==> config.mk <==
export PLATFORM = sky130hd
export DESIGN_NAME = substring_first_match
export DESIGN_NICKNAME = d
export VERILOG_FILES = /design/src/design/sfm_pkg.sv /design/src/design/sfm_ram.sv /design/src/design/sfm_cell.sv /design/src/design/substring_first_match.sv
export SDC_FILE = /design/constraint.sdc
export NUM_CORES = 1
export LEC_CHECK = 0
export BUFFER_PORTS_ARGS = -buffer_cell sky130_fd_sc_hd__buf_4
export CAP_MARGIN = 20
export CELL_PAD_IN_SITES_DETAIL_PLACEMENT = 1
export CELL_PAD_IN_SITES_GLOBAL_PLACEMENT = 2
export CORE_ASPECT_RATIO = 1.4
export CORE_UTILIZATION = 46
export DETAILED_ROUTE_END_ITERATION = 8
export GPL_TIMING_DRIVEN = 1
export PLACE_DENSITY_LB_ADDON = 0.1
export SLEW_MARGIN = 10
export SYNTH_ARGS = -nofsm -noshare
export SYNTH_HDL_FRONTEND = slang
export SYNTH_SLANG_ARGS = --single-unit
==> constraint.sdc <==
create_clock -name clk -period 21.4 [get_ports clk]
set_clock_uncertainty 0.1 [all_clocks]
set_input_delay 2.14 -clock clk [delete_from_list [all_inputs] [get_ports clk]]
set_output_delay 2.14 -clock clk [all_outputs]
set_load 0.005 [all_outputs]
==> src/design/sfm_pkg.sv <==
`timescale 1ns / 1ps
`default_nettype none

package sfm_pkg;

	// Default sizes for the top level parameters
	localparam int MAX_PATTERN_DEF   = 32;
	localparam int POSITION_BITS_DEF = 32;

	// Fixed field widths
	localparam int LEN_W  = 6;
	localparam int SLOT_W = 5;
	localparam int BYTE_W = 8;
	localparam int POS_W  = 32;

	// Item kinds
	localparam logic KIND_PATTERN = 1'b0;
	localparam logic KIND_TEXT    = 1'b1;

	typedef struct packed {
		logic              kind;
		logic [SLOT_W-1:0] slot;
		logic [BYTE_W-1:0] byte_value;
		logic              last;
	} item_t;

	typedef struct packed {
		logic             found;
		logic [POS_W-1:0] position;
	} result_t;

	// Per-cell controls
	typedef struct packed {
		logic win_shift;  // accept a text byte into the window
		logic pat_shift;  // realign: take pattern byte from neighbor
		logic pat_we;     // direct pattern byte write
	} cell_ctl_t;

endpackage

`default_nettype wire

==> src/design/sfm_ram.sv <==
`timescale 1ns / 1ps
`default_nettype none

module sfm_ram #(
	parameter int WIDTH = 8,
	parameter int DEPTH = 32,
	localparam int AW = (DEPTH > 1) ? $clog2(DEPTH) : 1
) (
	input  logic             clk,
	input  logic             we,
	input  logic [AW-1:0]    waddr,
	input  logic [WIDTH-1:0] wdata,
	input  logic [AW-1:0]    raddr,
	output logic [WIDTH-1:0] rdata
);

	logic [WIDTH-1:0] mem [DEPTH];

	always_ff @(posedge clk) begin
		if (we) begin
			mem[waddr] <= wdata;
		end
		rdata <= mem[raddr];
	end

endmodule

`default_nettype wire

==> src/design/sfm_cell.sv <==
`timescale 1ns / 1ps
`default_nettype none

// One window position: holds a text byte and the pattern byte aligned to it.
module sfm_cell (
	input  logic                      clk,
	input  sfm_pkg::cell_ctl_t        ctl,
	input  logic [sfm_pkg::BYTE_W-1:0] win_in,
	input  logic [sfm_pkg::BYTE_W-1:0] pat_in,
	input  logic [sfm_pkg::BYTE_W-1:0] pat_wdata,
	output logic [sfm_pkg::BYTE_W-1:0] win_out,
	output logic [sfm_pkg::BYTE_W-1:0] pat_out,
	output logic                      eq
);
	import sfm_pkg::*;

	logic [BYTE_W-1:0] win_q;
	logic [BYTE_W-1:0] pat_q;

	always_ff @(posedge clk) begin
		if (ctl.win_shift) begin
			win_q <= win_in;
		end
		if (ctl.pat_shift) begin
			pat_q <= pat_in;
		end else if (ctl.pat_we) begin
			pat_q <= pat_wdata;
		end
	end

	// compare against the byte that lands here on this transfer
	assign eq      = (win_in == pat_q);
	assign win_out = win_q;
	assign pat_out = pat_q;

endmodule

`default_nettype wire

==> src/design/substring_first_match.sv <==
// A result is registered into the head register, or into the skid entry while the head
// waits, from the text byte that causes it. Throughput: one item per cycle while the input
// is not stalled; input stalls while the skid entry holds a result or a realign runs.
// A pattern_length write realigns the cell pattern bytes from the pattern RAM, one slot
// per cycle: input stalls until the last slot read from the RAM is shifted into the cells.
// Reset (arst_n low, async): counter 0 (window bytes not cleared), no match, pattern_length 1;
// pattern bytes are undefined until loaded, there is no clearing pass.
`timescale 1ns / 1ps
`default_nettype none

module substring_first_match #(
	parameter int MAX_PATTERN   = sfm_pkg::MAX_PATTERN_DEF,
	parameter int POSITION_BITS = sfm_pkg::POSITION_BITS_DEF
) (
	input  logic                      clk,
	input  logic                      arst_n,
	// item channel
	input  logic                      item_valid,
	output logic                      item_stall,
	input  sfm_pkg::item_t            item,
	// result channel
	output logic                      result_valid,
	input  logic                      result_stall,
	output sfm_pkg::result_t          result,
	// pattern_length register
	input  logic                      cfg_wen,
	input  logic [sfm_pkg::LEN_W-1:0] cfg_wdata
);
	import sfm_pkg::*;

	localparam int AW = (MAX_PATTERN > 1) ? $clog2(MAX_PATTERN) : 1;
	localparam int LW = $clog2(MAX_PATTERN + 1);
	localparam int CW = (LW > LEN_W) ? LW : LEN_W;
	localparam int MW = POSITION_BITS + CW;

	// ------------------------------------------------------------------
	// Control registers
	// ------------------------------------------------------------------
	logic [LW-1:0]            len_q;       // clamped pattern length, 1..MAX_PATTERN
	logic                     busy_q;      // realign reads in flight
	logic [AW-1:0]            rd_cnt_q;    // realign read address
	logic                     rd_vld_s1;   // RAM read data valid this cycle
	logic                     reported_q;  // match already given in this stream
	logic [POSITION_BITS-1:0] count_q;     // text bytes seen in this stream (saturating)

	// output buffer: head register plus skid entry
	result_t res_q;
	logic    res_vld_q;
	result_t skid_q;
	logic    skid_vld_q;

	// ------------------------------------------------------------------
	// Item transfer decode
	// ------------------------------------------------------------------
	logic acc;
	logic is_text;
	logic is_pat;
	logic live;

	assign item_stall = busy_q | rd_vld_s1 | skid_vld_q;
	assign acc        = item_valid & ~item_stall;
	assign is_text    = acc & (item.kind == KIND_TEXT);
	assign is_pat     = acc & (item.kind == KIND_PATTERN);
	// a text byte after the match is only watched for last
	assign live       = is_text & ~reported_q;

	// ------------------------------------------------------------------
	// Length clamp on register write: 0 acts as 1, above depth acts as depth
	// ------------------------------------------------------------------
	logic [CW-1:0] wdata_ext;
	logic [LW-1:0] len_clamp;

	always_comb begin
		wdata_ext = CW'(cfg_wdata);
		priority if (wdata_ext == '0) begin
			len_clamp = LW'(1);
		end else if (wdata_ext > CW'(MAX_PATTERN)) begin
			len_clamp = LW'(MAX_PATTERN);
		end else begin
			len_clamp = wdata_ext[LW-1:0];
		end
	end

	// ------------------------------------------------------------------
	// Pattern RAM (slot order) and realign sequencer.
	// Cell i holds pattern slot len-1-i, so each cell compares against the
	// window byte at its own position. After a length change the cells are
	// refilled by shifting slots 0..len-1 in at cell 0.
	// ------------------------------------------------------------------
	logic [CW-1:0]     slot_ext;
	logic [CW-1:0]     len_ext;
	logic [CW-1:0]     tgt;
	logic              slot_in_len;
	logic              ram_we;
	logic [BYTE_W-1:0] ram_rdata;
	logic              rd_last;

	assign slot_ext    = CW'(item.slot);
	assign len_ext     = CW'(len_q);
	assign tgt         = len_ext - CW'(1) - slot_ext;
	assign slot_in_len = slot_ext < len_ext;
	assign ram_we      = is_pat & (slot_ext < CW'(MAX_PATTERN));
	assign rd_last     = (LW'(rd_cnt_q) == (len_q - LW'(1)));

	sfm_ram #(
		.WIDTH (BYTE_W),
		.DEPTH (MAX_PATTERN)
	) u_pat_ram (
		.clk   (clk),
		.we    (ram_we),
		.waddr (AW'(item.slot)),
		.wdata (item.byte_value),
		.raddr (rd_cnt_q),
		.rdata (ram_rdata)
	);

	always_ff @(posedge clk or negedge arst_n) begin
		if (!arst_n) begin
			len_q     <= LW'(1);
			busy_q    <= 1'b0;
			rd_cnt_q  <= '0;
			rd_vld_s1 <= 1'b0;
		end else begin
			rd_vld_s1 <= busy_q;
			if (cfg_wen) begin
				len_q    <= len_clamp;
				busy_q   <= 1'b1;
				rd_cnt_q <= '0;
			end else if (busy_q) begin
				if (rd_last) begin
					busy_q <= 1'b0;
				end else begin
					rd_cnt_q <= rd_cnt_q + AW'(1);
				end
			end
		end
	end

	// ------------------------------------------------------------------
	// Cell chain: window shifts from cell 0 upward, newest byte at cell 0
	// ------------------------------------------------------------------
	logic [BYTE_W-1:0] win_out [MAX_PATTERN];
	logic [BYTE_W-1:0] pat_out [MAX_PATTERN];
	logic [MAX_PATTERN-1:0] eq;
	logic [MAX_PATTERN-1:0] in_len;

	for (genvar i = 0; i < MAX_PATTERN; i++) begin : g_cell
		cell_ctl_t         ctl;
		logic [BYTE_W-1:0] win_in;
		logic [BYTE_W-1:0] pat_in;

		if (i == 0) begin : g_head
			assign win_in = item.byte_value;
			assign pat_in = ram_rdata;
		end else begin : g_body
			assign win_in = win_out[i-1];
			assign pat_in = pat_out[i-1];
		end

		assign ctl.win_shift = live;
		assign ctl.pat_shift = rd_vld_s1;
		assign ctl.pat_we    = is_pat & slot_in_len & (tgt == CW'(i));
		assign in_len[i]     = CW'(i) < len_ext;

		sfm_cell u_cell (
			.clk       (clk),
			.ctl       (ctl),
			.win_in    (win_in),
			.pat_in    (pat_in),
			.pat_wdata (item.byte_value),
			.win_out   (win_out[i]),
			.pat_out   (pat_out[i]),
			.eq        (eq[i])
		);
	end

	// ------------------------------------------------------------------
	// Match decision for the byte in transfer
	// ------------------------------------------------------------------
	logic                       all_eq;
	logic                       enough;
	logic                       hit;
	logic                       produce;
	logic [POSITION_BITS-1:0]   diff;
	logic [POSITION_BITS+POS_W-1:0] diff_ext;
	result_t                    res_new;

	assign all_eq   = &(eq | ~in_len);
	// need len bytes of this stream in the window
	assign enough   = MW'(count_q) >= (MW'(len_q) - MW'(1));
	assign hit      = live & enough & all_eq;
	assign produce  = hit | (live & item.last);
	assign diff     = count_q - POSITION_BITS'(len_q - LW'(1));
	assign diff_ext = {{POS_W{1'b0}}, diff};

	always_comb begin
		res_new.found    = hit;
		res_new.position = hit ? diff_ext[POS_W-1:0] : '0;
	end

	// stream state: last ends the stream, matched or not
	always_ff @(posedge clk or negedge arst_n) begin
		if (!arst_n) begin
			reported_q <= 1'b0;
			count_q    <= '0;
		end else if (is_text) begin
			if (item.last) begin
				reported_q <= 1'b0;
				count_q    <= '0;
			end else begin
				if (hit) begin
					reported_q <= 1'b1;
				end
				if (live && (count_q != '1)) begin
					count_q <= count_q + POSITION_BITS'(1);
				end
			end
		end
	end

	// ------------------------------------------------------------------
	// Output buffer; skid entry fills only while head waits
	// ------------------------------------------------------------------
	logic pop;

	assign pop = res_vld_q & ~result_stall;

	always_ff @(posedge clk or negedge arst_n) begin
		if (!arst_n) begin
			res_vld_q  <= 1'b0;
			skid_vld_q <= 1'b0;
		end else begin
			priority if (skid_vld_q) begin
				if (pop) begin
					res_vld_q  <= 1'b1;
					skid_vld_q <= 1'b0;
				end
			end else if (!res_vld_q || pop) begin
				res_vld_q <= produce;
			end else if (produce) begin
				skid_vld_q <= 1'b1;
			end
		end
	end

	always_ff @(posedge clk) begin
		priority if (skid_vld_q) begin
			if (pop) begin
				res_q <= skid_q;
			end
		end else if (!res_vld_q || pop) begin
			if (produce) begin
				res_q <= res_new;
			end
		end else if (produce) begin
			skid_q <= res_new;
		end
	end

	assign result_valid = res_vld_q;
	assign result       = res_q;

	// ------------------------------------------------------------------
	// Assertions
	// ------------------------------------------------------------------
	a_skid_needs_head: assert property (@(posedge clk) disable iff (!arst_n)
		skid_vld_q |-> res_vld_q)
		else $error("skid entry held with empty head");

	a_cfg_blocks_input: assert property (@(posedge clk) disable iff (!arst_n)
		cfg_wen |=> item_stall)
		else $error("input open right after length write");

	a_len_range: assert property (@(posedge clk) disable iff (!arst_n)
		(len_q != '0) && (len_q <= LW'(MAX_PATTERN)))
		else $error("pattern length out of range");

	a_miss_pos_zero: assert property (@(posedge clk) disable iff (!arst_n)
		(res_vld_q && !res_q.found) |-> (res_q.position == '0))
		else $error("no-match result carries a position");

	a_count_sat: assert property (@(posedge clk) disable iff (!arst_n)
		(count_q == '1 && live && !item.last) |=> (count_q == '1))
		else $error("byte counter wrapped");

	a_one_per_stream: assert property (@(posedge clk) disable iff (!arst_n)
		(hit && !item.last) |=> reported_q)
		else $error("match not recorded");

endmodule

`default_nettype wire

==> results of run 1 <==
cell usage after synthesis, types with 6 or more instances:
cell	n
a21o_1	49
a21oi_1	42
and3_1	12
buf_1	10
buf_2	7
clkbuf_1	86
dfrtp_1	47
dfxtp_1	8
edfxtp_1	826
ha_1	47
inv_1	33
mux2_2	9
mux4_2	80
nand2_1	624
nand2b_1	13
nand3_1	25
nand4_1	60
nor2_1	133
nor2b_1	10
nor3_1	19
nor4_1	23
o211ai_1	6
o21a_1	6
o21ai_0	23
o21ai_1	33
o22ai_1	20
xnor2_1	203
xor2_1	127
cell families (layout without fill, tap and decap cells):
| group | Yosys count | after routing |
|---|---|---|
| buf+inv | 138 | 276 |
| flops | 882 | 882 |
| fa+ha+maj | 49 | 49 |
| mux | 91 | 91 |
| simple gates | 941 | 941 |
| compound gates | 220 | 220 |
| xor+xnor | 330 | 330 |
cells in the final DEF, fill, tap and decap left out, types with 8 or more instances in the layout:
cell,netlist,routed
o22ai_1,20,20
buf_4,0,83
o21ai_1,33,33
mux2_2,9,9
and3_1,12,12
nor2_1,133,131
clkbuf_16,0,89
nand2b_2,0,8
a21oi_1,42,41
ha_1,47,47
nand3_1,25,25
o21ai_0,23,23
a21o_1,49,49
clkinv_2,0,19
xor2_1,127,127
nor2b_1,10,9
edfxtp_1,826,826
inv_1,33,33
nor4_1,23,23
nor3_1,19,19
clkinv_1,0,19
nand4_1,60,60
clkbuf_1,86,12
dfxtp_1,8,8
mux4_2,80,80
nand2_1,624,624
bufinv_16,0,10
dfrtp_1,47,43
xnor2_1,203,203
routing by layer:
layer  routed length (microns)  up-vias  global-route usage, %  part of all wire [%]
met2                     54600      376                   45.8                    56
met1                     36400    11100                   27.1                    38
met5                         0        -                      0                     0
met4                      3100        0                   8.24                   3.2
met3                      2970      167                   2.80                   3.1
li1                          -     9768                      -                     -
final timing paths:
kind,startpoint,end,slack (ps),cells after the start
max,len_ext[1]$_DFFE_PN0P_,skid_q[23]$_DFFE_PP_,15390,16
min,busy_q$_DFF_PN0_,rd_vld_s1$_DFF_PN0_,320,0
max reg2reg,len_ext[1]$_DFFE_PN0P_,skid_q[23]$_DFFE_PP_,15390,16
min reg2reg,busy_q$_DFF_PN0_,rd_vld_s1$_DFF_PN0_,320,0
max in group asynchronous,arst_n,rd_cnt_q[0]$_DFFE_PN0P_,19260,1
min in group asynchronous,arst_n,reported_q$_DFFE_PN0P_,1420,1
worst max-delay path, delay by kind of cell (launching register included):
family                   cells  cell delay, ps
flip-flops                   1             740
AO/OA/AOI/OAI                5            1760
adder cells (fa/ha/maj)      2             650
buffers and inverters        4            1220
AND/OR/NAND/NOR              5            1210
state kept, by name, indices dropped and copies added, names as in the netlist, 5 cells and up:
register	flops
u_pat_ram.mem	256
rd_cnt_q	5
skid_q	33
g_cell.u_cell.pat_out	256
u_pat_ram.rdata	8
count_q	32
g_cell.u_cell.win_out	248
result	33
len_ext	6
through the flow:
| stage | setup WS, ps | cells | total power [mW] | area, sq um |
|---|---|---|---|---|
| 4_1_cts | 15170 | 3849 | 4.75 | 42000 |
| 6_report | 15390 | 3851 | 4.70 | 42000 |
| 2_1_floorplan | 4660 | 2651 | 2.92 | 37500 |
| 3_3_place_gp | 14940 | 3691 | 3.15 | 39100 |
| 5_1_grt | 15040 | 3851 | 4.90 | 42000 |
| 3_5_place_dp | 14840 | 3691 | 3.18 | 39100 |
layout make-up:
type / count / area (sq um) / area share (%)
sequential: 882 / 26200 / 62.3
inverter: 33 / 124 / 0.295
multi-input combinational: 1631 / 10900 / 25.9
timing repair buffer: 85 / 678 / 1.61
tap: 1062 / 1330 / 3.16
clock inverter: 57 / 583 / 1.39
clock buffer: 101 / 2270 / 5.41
power by group:
part	switching [mW]	leakage [nW]	internal, mW
registers	0.207	8.45	2.22
logic	0.386	5.75	0.332
clock network	0.669	1.40	0.886
==> results.sh, run 1 <==
export IMPL_worst_path_max_delay_cell="dfrtp_1"
export IMPL_synth_top_area_share_pct=66.1
export IMPL_rsz0062_at_grt="false"
export IMPL_clkTransAtPathRegs_ps=70
export IMPL_async_flop_share_pct=5.44
export IMPL_antenna_cells=0
export IMPL_clock_path_buffers=3
export IMPL_final_min_clock_period_ps=6010
export IMPL_hold_ws_ps=316
export IMPL_syn_nets=2726
export IMPL_wirelength_microns=97100
export IMPL_firstDrtPassIters=5
export IMPL_grt_pass1_wl_microns=147000
export IMPL_io_pins=61
export IMPL_routedWlPerCell_microns=25.2
export IMPL_clock_latency_ps=660
export IMPL_fp_dieH_microns=340
export IMPL_rows=123
export IMPL_p_leak_nw=15.6
export IMPL_fmax_ghz=0.166
export IMPL_synth_warnings=0
export IMPL_drv_slew=0
export IMPL_synth_edff_count=826
export IMPL_portBuffers=60
export IMPL_peakVddDrop_uv=69.2
export IMPL_setup_viol=0
export IMPL_drive_above_1_share_pct=11.8
export IMPL_cp_max_fo=71
export IMPL_worst_pin_slew_ps=1070
export IMPL_hold_buffers=0
export IMPL_vias=21400
export IMPL_place_congestion=0.824
export IMPL_vias_per_cell=5.56
export IMPL_utilization_pct=52.2
export IMPL_cts_buffers=88
export IMPL_synth_top_family_by_area="simple AND/OR/NAND/NOR gates"
export IMPL_synth_xor_area_share_pct=7.70
export IMPL_crit_required_ps=21650
export IMPL_ys_ff_latch=882
export IMPL_worstPathArrival_ps=6270
export IMPL_finalSetupTns_ps=0
export IMPL_post_cts_buffers=0
export IMPL_core_area_sq_mm=0.0805
export IMPL_crit_chain="inv_1 > ha_1 > nand3_1 > buf_4 > ha_1 > nand3_1 > nor2_2 > o211ai_1 > a31oi_1 > o21ai_1 > o31ai_2 > nor3_1 > or4_2 > buf_4 > a21oi_4 > buf_16"
export IMPL_cts_tree="yes"
export IMPL_synthSimpleGateAreaFrac_pct=10.5
export IMPL_grt_use_total_pct=23.9
export IMPL_ys_flop_type="edfxtp_1"
export IMPL_hpwl_microns=66000
export IMPL_remaining_drc_errors=0
export IMPL_hold_class="register to register"
export IMPL_ys_seq_area_share_pct=69.7
export IMPL_critPathLaunchType="register"
export IMPL_status="finished clean"
export IMPL_synth_adder_area_share_pct=1.67
export IMPL_grt_overflow=0
export IMPL_synth_mux_area_share_pct=5.12
export IMPL_grt_max_degree=106
export IMPL_syn_avg_cell_area_sq_um=14.2
export IMPL_yosysUniqueCellTypes=59
export IMPL_synth_cell_area_sq_mm=0.0375
export IMPL_layout_nets=2796
export IMPL_syn_to_final_growth_pct=12.0
export IMPL_slowest_delay_ps=740
export IMPL_antenna_left=0
export IMPL_syn_inst=2651
export IMPL_yosys_top_cells_area="edfxtp_1 (66%), nand2_1 (6.2%), mux4_2 (4.8%)"
export IMPL_maxSlewHeadroom_pct=28.5
export IMPL_die_x_microns=243
export IMPL_cts_num_sinks=882
export IMPL_antenna_found_initial=0
export IMPL_crit_path_end_kind="register"
export IMPL_finalHoldViolCount=0
export IMPL_synth_compound_area_share_pct=3.80
export IMPL_cts_root_buf="clkbuf_16"
export IMPL_cts_repair_resize_count=0
export IMPL_initial_core_util_pct=46.6
export IMPL_htreeDepth=3
export IMPL_powerDensity_mw_per_mm2=112
export IMPL_nFillCells=7787
export IMPL_drtIter0Drc=1183
export IMPL_grt_pass1_vias=23600
export IMPL_path_class="register to register"
export IMPL_yosys_area_top_type="edfxtp_1"
export IMPL_die_area_sq_mm=0.0827
export IMPL_period_share_pct=28.1
export IMPL_cap_violations=0
(Power assumes the default switching activity.)
==> inputs of run 2 (changes only) <==
--- a/config.mk
+++ b/config.mk
@@ -5,12 +5,13 @@
 export SDC_FILE = /design/constraint.sdc
 export NUM_CORES = 1
 export LEC_CHECK = 0
+export ABC_AREA = 1
 export BUFFER_PORTS_ARGS = -buffer_cell sky130_fd_sc_hd__buf_4
 export CAP_MARGIN = 20
 export CELL_PAD_IN_SITES_DETAIL_PLACEMENT = 1
 export CELL_PAD_IN_SITES_GLOBAL_PLACEMENT = 2
 export CORE_ASPECT_RATIO = 1.4
-export CORE_UTILIZATION = 46
+export CORE_UTILIZATION = 39
 export DETAILED_ROUTE_END_ITERATION = 8
 export GPL_TIMING_DRIVEN = 1
 export PLACE_DENSITY_LB_ADDON = 0.1
==> constraint.sdc (replaced) <==
create_clock -name clk -period 5.5 [get_ports clk]
set_clock_uncertainty 0.1 [all_clocks]
set_input_delay 0.55 -clock clk [delete_from_list [all_inputs] [get_ports clk]]
set_output_delay 0.55 -clock clk [all_outputs]
set_load 0.005 [all_outputs]
==> results.sh, run 2 <==
export IMPL_status="finished clean"
export IMPL_sequentialPowerShare_pct=48.8
export IMPL_portBuffers=60
export IMPL_nFillCells=10800
export IMPL_cpMostUsedCell="inv_1"
export IMPL_grt_pass1_wl_microns=183000
export IMPL_async_flop_share_pct=5.44
export IMPL_firstDrtPassIters=7
export IMPL_cts_buffers=92
export IMPL_ys_seq_area_share_pct=66.5
export IMPL_stdcell_area_sq_mm=0.0448
export IMPL_htreeDepth=3
export IMPL_synth_warnings=0
export IMPL_powerDensity_mw_per_mm2=430
export IMPL_hpwl_microns=84600
export IMPL_worst_pin_slew_ps=1180
export IMPL_maxSlewHeadroom_pct=20.8
export IMPL_io_pins=61
export IMPL_grt_util_met3_pct=2.33
export IMPL_grt_pass1_vias=29000
export IMPL_routedWlPerCell_microns=23.4
export IMPL_place_area_sq_mm=0.0414
export IMPL_cts_root_buf="clkbuf_16"
export IMPL_cts_num_sinks=882
export IMPL_yosys_top_cells_area="edfxtp_1 (63%), nand2_1 (10%), xnor2_1 (5.1%)"
export IMPL_syn_to_final_growth_pct=13.8
export IMPL_r2r_start="len_ext[0]$_DFFE_PN1P_"
export IMPL_finalHoldViolCount=0
export IMPL_r2r_end="g_cell[2].u_cell.pat_out[6]$_DFFE_PP_"
export IMPL_drtIter0Drc=1586
export IMPL_swShare_pct=28.5
export IMPL_remaining_drc_errors=0
export IMPL_clkTransAtPathRegs_ps=60
export IMPL_dp_cells=4931
export IMPL_post_place_ws_ps=635
export IMPL_final_min_clock_period_ps=4730
export IMPL_drv_slew=0
export IMPL_r2r_worst_path_cells=12
export IMPL_clock_latency_ps=710
export IMPL_yosysMostFrequentCell="nand2_1"
export IMPL_setup_viol=0
export IMPL_slowest_delay_ps=860
export IMPL_core_area_sq_mm=0.0998
export IMPL_critPathCapture="g_cell[2].u_cell.pat_out[6]$_DFFE_PP_"
export IMPL_hold_class="primary input to register"
export IMPL_post_cts_buffers=0
export IMPL_crit_buf_inv=3
export IMPL_worst_path_max_delay_cell="o21ai_0"
export IMPL_antenna_cells=0
export IMPL_path_class="register to register"
export IMPL_pwr_share_clk_pct=34.7
export IMPL_grt_overflow=0
export IMPL_synthTopCellsByCount="nand2_1 (1068), edfxtp_1 (826), nor2_1 (363)"
export IMPL_worstPathArrival_ps=4960
export IMPL_mostFrequentLayoutCell="nand2_1"
export IMPL_drive_above_1_share_pct=8.30
export IMPL_initial_core_util_pct=39.4
export IMPL_cp_max_fo=11
export IMPL_rows=137
export IMPL_final_cell_mix="nand2_1 (1055), edfxtp_1 (826), nor2_1 (358)"
export IMPL_crit_chain="inv_1 > ha_1 > xnor2_1 > inv_1 > ha_1 > nand2_1 > o21ai_0 > xor2_1 > inv_1 > nor2_1 > nand2_1 > o21ai_0"
export IMPL_vias_per_cell=5.20
export IMPL_crit_required_ps=5720
export IMPL_die_x_microns=270
export IMPL_cp_top_family="compound AO/OA/AOI/OAI gates"
export IMPL_ff2ff_setup_slack_ps=770
export IMPL_utilization_pct=44.9
export IMPL_grt_met2_usage_pct=46.0
export IMPL_combPwrFrac_pct=16.6
export IMPL_rsz0062_at_grt="false"
export IMPL_layout_nets=3790
export IMPL_fp_dieH_microns=378
export IMPL_yosysUniqueCellTypes=50
export IMPL_syn_avg_cell_area_sq_um=10.8
export IMPL_vias=26600
export IMPL_p_int_mw=13.8
export IMPL_p_leak_nw=17.4
export IMPL_synth_cell_area_sq_mm=0.0393
export IMPL_syn_nets=3702
export IMPL_synth_top_area_share_pct=63.1
export IMPL_ys_flop_type="edfxtp_1"
export IMPL_critPathLaunchType="register"
export IMPL_critical_path_depth=12
export IMPL_multi_input_area_sq_mm=0.0118
export IMPL_antenna_found_initial=0
export IMPL_antenna_left=0
export IMPL_cts_tree="yes"
export IMPL_fin_cells=5115
export IMPL_peakVddDrop_uv=313
export IMPL_place_congestion=0.900
export IMPL_die_area_sq_mm=0.102
export IMPL_clock_path_buffers=3
export IMPL_grt_max_degree=167
export IMPL_cap_violations=0
export IMPL_period_share_pct=86.1
export IMPL_power_switching_mw=5.48
export IMPL_fmax_ghz=0.211
export IMPL_yosys_area_top_type="edfxtp_1"
export IMPL_crit_path_end_kind="register"
export IMPL_grt_met1_usage_pct=27.4
export IMPL_fin_ws_ps=765
export IMPL_synth_edff_count=826
export IMPL_grt_use_total_pct=23.9
export IMPL_syn_inst=3627
export IMPL_regArea_sq_mm=0.0262
export IMPL_hold_ws_ps=35.0
export IMPL_ys_ff_latch=882
export IMPL_cts_repair_resize_count=0
export IMPL_wirelength_microns=120000
export IMPL_grt_busiest_layer="met2"
export IMPL_startpoint="len_ext[0]$_DFFE_PN1P_"
-- run 2: how the worst min path moves through the flow --
stage,startpoint,endpoint,slack (ps),cells after the start
2_1_floorplan,arst_n,busy_q$_DFF_PN0_,150,0
4_1_cts,cfg_wen,len_ext[0]$_DFFE_PN1P_,7,2
6_report,cfg_wen,len_ext[0]$_DFFE_PN1P_,40,2
3_5_place_dp,g_cell[0].u_cell.win_out[3]$_DFFE_PP_,g_cell[1].u_cell.win_out[3]$_DFFE_PP_,360,0
5_1_grt,cfg_wen,len_ext[1]$_DFFE_PN0P_,70,2
3_3_place_gp,g_cell[0].u_cell.win_out[3]$_DFFE_PP_,g_cell[1].u_cell.win_out[3]$_DFFE_PP_,350,0
-- run 2: worst reg2reg max path, delay by kind of cell (launching register included) --
kind / cells / cell delay [ps]
XOR/XNOR: 2 / 800
AND/OR/NAND/NOR: 3 / 580
buffers and inverters: 3 / 370
adder cells (fa/ha/maj): 2 / 750
flip-flops: 1 / 640
AO/OA/AOI/OAI: 2 / 1140
-- run 2: cell families (layout without fill, tap and decap cells) --
family / Yosys count / in the layout / share of synthesized area (%)
XOR/XNOR: 247 / 247 / 5.50
buffers and inverters: 378 / 546 / 3.69
flip-flops: 882 / 882 / 66.5
AO/OA/AOI/OAI: 482 / 482 / 6.72
AND/OR/NAND/NOR: 1589 / 1589 / 16.0
adder cells (fa/ha/maj): 49 / 49 / 1.60
-- run 2: metal layers --
layer  part of all wire (%)  wire (microns)
met4                    2.5            2960
met1                     40           47500
met5                      0               0
met3                    2.5            2980
met2                     55           66400
-- run 2: repair_timing --
action	CTS	global route
setup endpoints to repair	0	0
hold buffers	3	0
hold endpoints to repair	50	0
-- run 2: final cells by class --
cell class                      instances  share of cell area (%)
Sequential cell                       882                    58.5
Multi-Input combinational cell       2367                    26.4
Clock buffer                          118                    5.56
Tap cell                             1320                    3.69
Inverter                              251                    2.12
Timing Repair Buffer                  121                    2.11
Clock inverter                         56                    1.68
-- run 2: power by group through the flow --
stage	Sequential (mW)	Clock (mW)	Combinational (mW)
after CTS	9.40	6.82	3.25
after global placement	9.51	0	3.15
final	9.38	6.67	3.19
after detailed placement	9.52	0	3.23
after floorplan	9.21	0	2.31
after global routing	9.50	7.04	3.63
-- run 2: metrics by stage --
stage	TNS, ps	power, mW
finish	0	19.2
global route	0	20.2
CTS	0	19.5
detailed placement	0	12.7
global placement	0	12.7
floorplan	-53610	11.5
